[src/hw/rtl/window_jitter_estimator_unit_macros.svh]
`ifndef WINDOW_JITTER_ESTIMATOR_UNIT_MACROS_SVH
`define WINDOW_JITTER_ESTIMATOR_UNIT_MACROS_SVH

// same-cycle implication
`define JWE_ASSERT_IMP(lbl, ante, cons, msg) \
  lbl: assert property (@(posedge clk) disable iff (!rst_n) (ante) |-> (cons)) else $error(msg);

// next-cycle implication
`define JWE_ASSERT_NXT(lbl, ante, cons, msg) \
  lbl: assert property (@(posedge clk) disable iff (!rst_n) (ante) |=> (cons)) else $error(msg);

`endif

[src/hw/rtl/jwe_pkg.sv]
package jwe_pkg;

  localparam int unsigned DEPTH    = 64;
  localparam int unsigned PTR_W    = $clog2(DEPTH);
  localparam int unsigned CNT_W    = $clog2(DEPTH + 1);
  localparam int unsigned FRAC_W   = 16;
  localparam int unsigned TS_W     = 48;
  localparam int unsigned EST_W    = 32;
  localparam int unsigned ACC_W    = EST_W + FRAC_W;
  localparam int unsigned WS_W     = 7;
  localparam int unsigned WS_RESET = 10;

  typedef struct packed {
    logic [TS_W-1:0] media_timestamp;
    logic [TS_W-1:0] arrival_time;
  } jwe_in_t;

  typedef struct packed {
    logic [EST_W-1:0] jitter_estimate;
    logic [EST_W:0]   buffer_delay;
  } jwe_out_t;

  typedef enum logic [1:0] {
    ST_IDLE,
    ST_WALK,
    ST_DONE
  } jwe_state_t;

endpackage

[src/hw/rtl/jwe_dev.sv]
// Deviation of adjacent stored words: |arrival delta - stamp delta|, saturated.
module jwe_dev
  import jwe_pkg::*;
(
  input  logic             clk,
  input  logic             rst_n,
  input  logic             word_vld,
  input  logic             word_first,
  input  jwe_in_t          word,
  output logic             dev_vld,
  output logic [EST_W-1:0] dev
);

  jwe_in_t          prev_r;
  logic [TS_W:0]    ds_r, da_r, ds_nxt, da_nxt;
  logic             dlt_vld_r;
  logic [EST_W-1:0] dev_r, dev_nxt;
  logic             dev_vld_r;
  logic [TS_W+1:0]  diff, mag;

  assign ds_nxt = {1'b0, word.media_timestamp} - {1'b0, prev_r.media_timestamp};
  assign da_nxt = {1'b0, word.arrival_time} - {1'b0, prev_r.arrival_time};

  assign diff    = {da_r[TS_W], da_r} - {ds_r[TS_W], ds_r};
  assign mag     = diff[TS_W+1] ? (~diff + 1'b1) : diff;
  assign dev_nxt = (|mag[TS_W+1:EST_W]) ? {EST_W{1'b1}} : mag[EST_W-1:0];

  always_ff @(posedge clk) begin
    if (word_vld) begin
      prev_r <= word;
      ds_r   <= ds_nxt;
      da_r   <= da_nxt;
    end
    if (dlt_vld_r) begin
      dev_r <= dev_nxt;
    end
  end

  always_ff @(posedge clk) begin
    if (!rst_n) begin
      dlt_vld_r <= 1'b0;
      dev_vld_r <= 1'b0;
    end else begin
      dlt_vld_r <= word_vld && !word_first;
      dev_vld_r <= dlt_vld_r;
    end
  end

  assign dev_vld = dev_vld_r;
  assign dev     = dev_r;

endmodule

[config.mk]
export PLATFORM = sky130hd
export DESIGN_NAME = jwe_dev
export DESIGN_NICKNAME = d
export VERILOG_FILES = /design/src/hw/rtl/window_jitter_estimator_unit_macros.svh /design/src/hw/rtl/jwe_pkg.sv /design/src/hw/rtl/jwe_dev.sv
export SDC_FILE = /design/constraint.sdc
export NUM_CORES = 1
export LEC_CHECK = 0
export ABC_AREA = 1
export BUFFER_PORTS_ARGS = -buffer_cell sky130_fd_sc_hd__buf_2
export CAP_MARGIN = 20
export CORE_ASPECT_RATIO = 2
export CORE_MARGIN = 10
export CORE_UTILIZATION = 44
export DETAILED_ROUTE_END_ITERATION = 6
export GPL_TIMING_DRIVEN = 0
export SYNTH_ARGS = -nofsm -noshare
export SYNTH_HDL_FRONTEND = slang
export SYNTH_SLANG_ARGS = --single-unit
[constraint.sdc]
create_clock -name clk -period 7 [get_ports clk]
set_clock_uncertainty 0.1 [all_clocks]
set_input_delay 0 -clock clk [delete_from_list [all_inputs] [get_ports clk]]
set_output_delay 0 -clock clk [all_outputs]
set_load 0.03 [all_outputs]
==> flow_metrics.tcl <==
set metrics [dict create \
    pin_count 133 \
    nets 3164 \
    pwr-share-clk_pct 21.3 \
    holdCritPathClass "in2reg" \
    synthesis.area_um2 19400 \
    ys_types 48 \
    synthXorXnorAreaFrac_pct 5.68 \
    portBuffers 132 \
    die_y_um 317 \
    drc_errors 0 \
    die-area_um2 53400 \
    antenna_found_initial 1 \
    grt_setup_unrepaired "false" \
    cts_setup_buffers 0 \
    clkTransAtPathRegs_ps 70 \
    p_switching_mw 2.72 \
    p_leak_nw 11.2 \
    cp_slowest_cell "clkbuf_1" \
    hpwlAfterDp_um 49800 \
    yosys_warnings 0 \
    synth_fa_ha_area_share_pct 9.72 \
    cts_tree "done" \
    syn-num-nets 2904 \
    dp_slack_ps 2520 \
    synth-simple-area-share_pct 27.8 \
    drt-initial-drc-count 699 \
    stdcell_area_um2 22600 \
    cts_made_buffers 24 \
    critPathKind "reg2reg" \
    relSlewSlack_pct 40.0 \
    first_pass_iters 5 \
    max_stage_delay_ps 600 \
    crit_start "ds_r[7]" \
    cp.required_ps 7200 \
    vias 17400 \
    worstPathCellList "inv_1 > ha_1 > nand2_1 > nor2_1 > nand3_1 > nand3_2 > nand2_1 > nand2_1 > nand3_1 > nand2_1 > nand2_1 > nand2_2 > clkbuf_1 > nand3_1 > nand2_1 > nand2_1 > nor2_1 > nand2_1 > nor2_4 > buf_6 > nand3_2" \
    grt_pass1_vias 18100 \
    hold_viol_final 0 \
    vias_per_cell 5.00 \
    seqPwrFrac_pct 28.5 \
    combinationalPowerShare_pct 50.2 \
    period_needed_ps 4480 \
    wl_per_cell_um 16.8 \
    synth_ff_type "edfxtp_1" \
    layout_common_cells "nand2_1 (702), inv_1 (567), nor2_1 (257)" \
    r2r_slack_ps 2520 \
    ys_seq_elements 228 \
    crit_fanout 10 \
    path_common_cell "nand2_1" \
    rr_startpoint "ds_r[7]" \
    crit_path_start_kind "flop" \
    setup_viol 0 \
    grtUsageTotal_pct 21.7 \
    rows 108 \
    grt_max_degree 132 \
    cts_buffer_depth 3 \
    max_cap_viol_count 0 \
    wl_um 58500 \
    setup-tns-final_ps 0 \
    core_area_um2 43500 \
    fmax_mhz 223 \
    cts_max_level 1 \
    cp-end-kind "flop" \
    cts_resized 0 \
    synth_enable_flop_cells 226 \
    fin_hold_ws_ps 58.7 \
    fp.dieW_um 169 \
    worst_slack_ps 2520 \
    seq_area_frac_synth_pct 35.2 \
    place_area_um2 20800 \
    synth-async-reset-ratio_pct 0 \
    synthCells 2655 \
    final_common_cell "nand2_1" \
    ir_drop_mv 0.206 \
    status "completed" \
    swShare_pct 43.9 \
    total_power_mw 6.19 \
    area_growth_pct 16.6 \
    clock-sinks 228 \
    cp.arrival_ps 4680 \
    root_buffer "clkbuf_16" \
    synth_top_family_by_area "simple AND/OR/NAND/NOR gates" \
    drv_slew 0 \
    fin_crit_sh_pct 64.0 \
    p_int_mw 3.47 \
    start_util_pct 44.6 \
    overflow 0 \
    synth_compound_area_share_pct 10.0 \
    place_congestion 0.967 \
    worstSkewPairLatency_ps 560 \
    drive_above_1_share_pct 9.75 \
    synth_mux_area_share_pct 0 \
    ant_nets 0 \
    min-delay-start "word[70]" \
    tightest_slew_ps 888 \
    cellPowerDensity_nw_per_um2 274 \
    postSynthAreaPerCell_um2 7.31 \
    grt_first_pass_wirelength_um 92200 \
]
timing repair:
action	4_1_cts	5_1_grt
hold buffers	100	0
endpoints found under the setup margin	0	0
hold endpoints to repair	258	0
final timing paths:
kind | to | cells after the start
max | dev[24] | 21
min | prev_r[70] | 2
max reg2reg | dev[24] | 21
min reg2reg | ds_r[0] | 2
critical path: cells and delay by family (launching register included):
family,cells,cell delay [ps]
adder cells (fa/ha/maj),1,370
flip-flops,1,390
buffers and inverters,3,870
AND/OR/NAND/NOR,17,2460
state kept, by name (all words and copies together), names as in the netlist:
register	count
da_r	49
prev_r	96
ds_r	49
dev_vld	1
dlt_vld_r	1
dev	32
logic make-up after synthesis:
group                    after synthesis
AO/OA/AOI/OAI                        336
XOR/XNOR                             126
adder cells (fa/ha/maj)              149
buffers and inverters                586
flip-flops                           228
AND/OR/NAND/NOR                     1230
per-stage QoR:
step,util (%),cells
floorplan,-,2655
CTS,52.0,3483
global placement,47.7,3337
finish,52.0,3484
detailed placement,47.9,3339
global route,52.0,3484
final cells by class:
class,instances,area (um^2)
Clock buffer,27,612
Fill cell,4327,20900
Antenna cell,1,2.50
Tap cell,550,688
Buffer,13,98.8
Multi-Input combinational cell,1841,10300
Sequential cell,228,6830
Clock inverter,17,193
Inverter,573,2150
Timing Repair Buffer,234,1730
power groups by stage:
stage | combinational, mW | sequential [mW] | clock (mW)
2_1_floorplan | 2.25 | 1.78 | 0
3_3_place_gp | 3.03 | 1.80 | 0
3_5_place_dp | 3.06 | 1.79 | 0
4_1_cts | 3.12 | 1.76 | 1.36
5_1_grt | 3.52 | 1.78 | 1.39
6_report | 3.11 | 1.76 | 1.32
metal layers:
layer,track usage (%),part of all wire [%]
met1,20.7,35
met3,2.14,3.0
met5,0,0
met2,43.4,55
met4,13.0,6.4
synthesized netlist by cell type (2+ instances only):
| cell | instances | share of area [%] |
|---|---|---|
| dfxtp_1 | 2 | 0.21 |
| xor2_1 | 63 | 2.8 |
| xnor2_1 | 63 | 2.8 |
| a31oi_1 | 54 | 1.7 |
| nand3b_1 | 14 | 0.54 |
| ha_1 | 146 | 9.4 |
| nand4_1 | 31 | 1.0 |
| o21a_1 | 14 | 0.54 |
| clkbuf_1 | 4 | 0.077 |
| nand2_1 | 702 | 14 |
| o311ai_0 | 2 | 0.090 |
| o221ai_1 | 4 | 0.18 |
| nand3_1 | 106 | 2.7 |
| nor2_4 | 8 | 0.46 |
| fa_1 | 3 | 0.31 |
| o21ai_0 | 49 | 1.3 |
| inv_2 | 4 | 0.077 |
| nor2_1 | 257 | 5.0 |
| o21bai_1 | 8 | 0.31 |
| nand2_2 | 26 | 0.84 |
| nand3_4 | 2 | 0.18 |
| o211ai_1 | 6 | 0.23 |
| clkinv_1 | 2 | 0.039 |
| o31ai_1 | 10 | 0.39 |
| nand2_4 | 2 | 0.12 |
| a21boi_0 | 11 | 0.43 |
| a21o_1 | 5 | 0.19 |
| nor3_1 | 16 | 0.41 |
| nand3_2 | 40 | 2.1 |
| a311oi_1 | 2 | 0.090 |
| buf_6 | 6 | 0.35 |
| o2111ai_1 | 3 | 0.14 |
| a21oi_2 | 2 | 0.090 |
| inv_1 | 567 | 11 |
| a21oi_1 | 163 | 4.2 |
| nor4_1 | 6 | 0.19 |
| nor2_2 | 16 | 0.52 |
| edfxtp_1 | 226 | 35 |
Power figures use the tool's default switching activity.
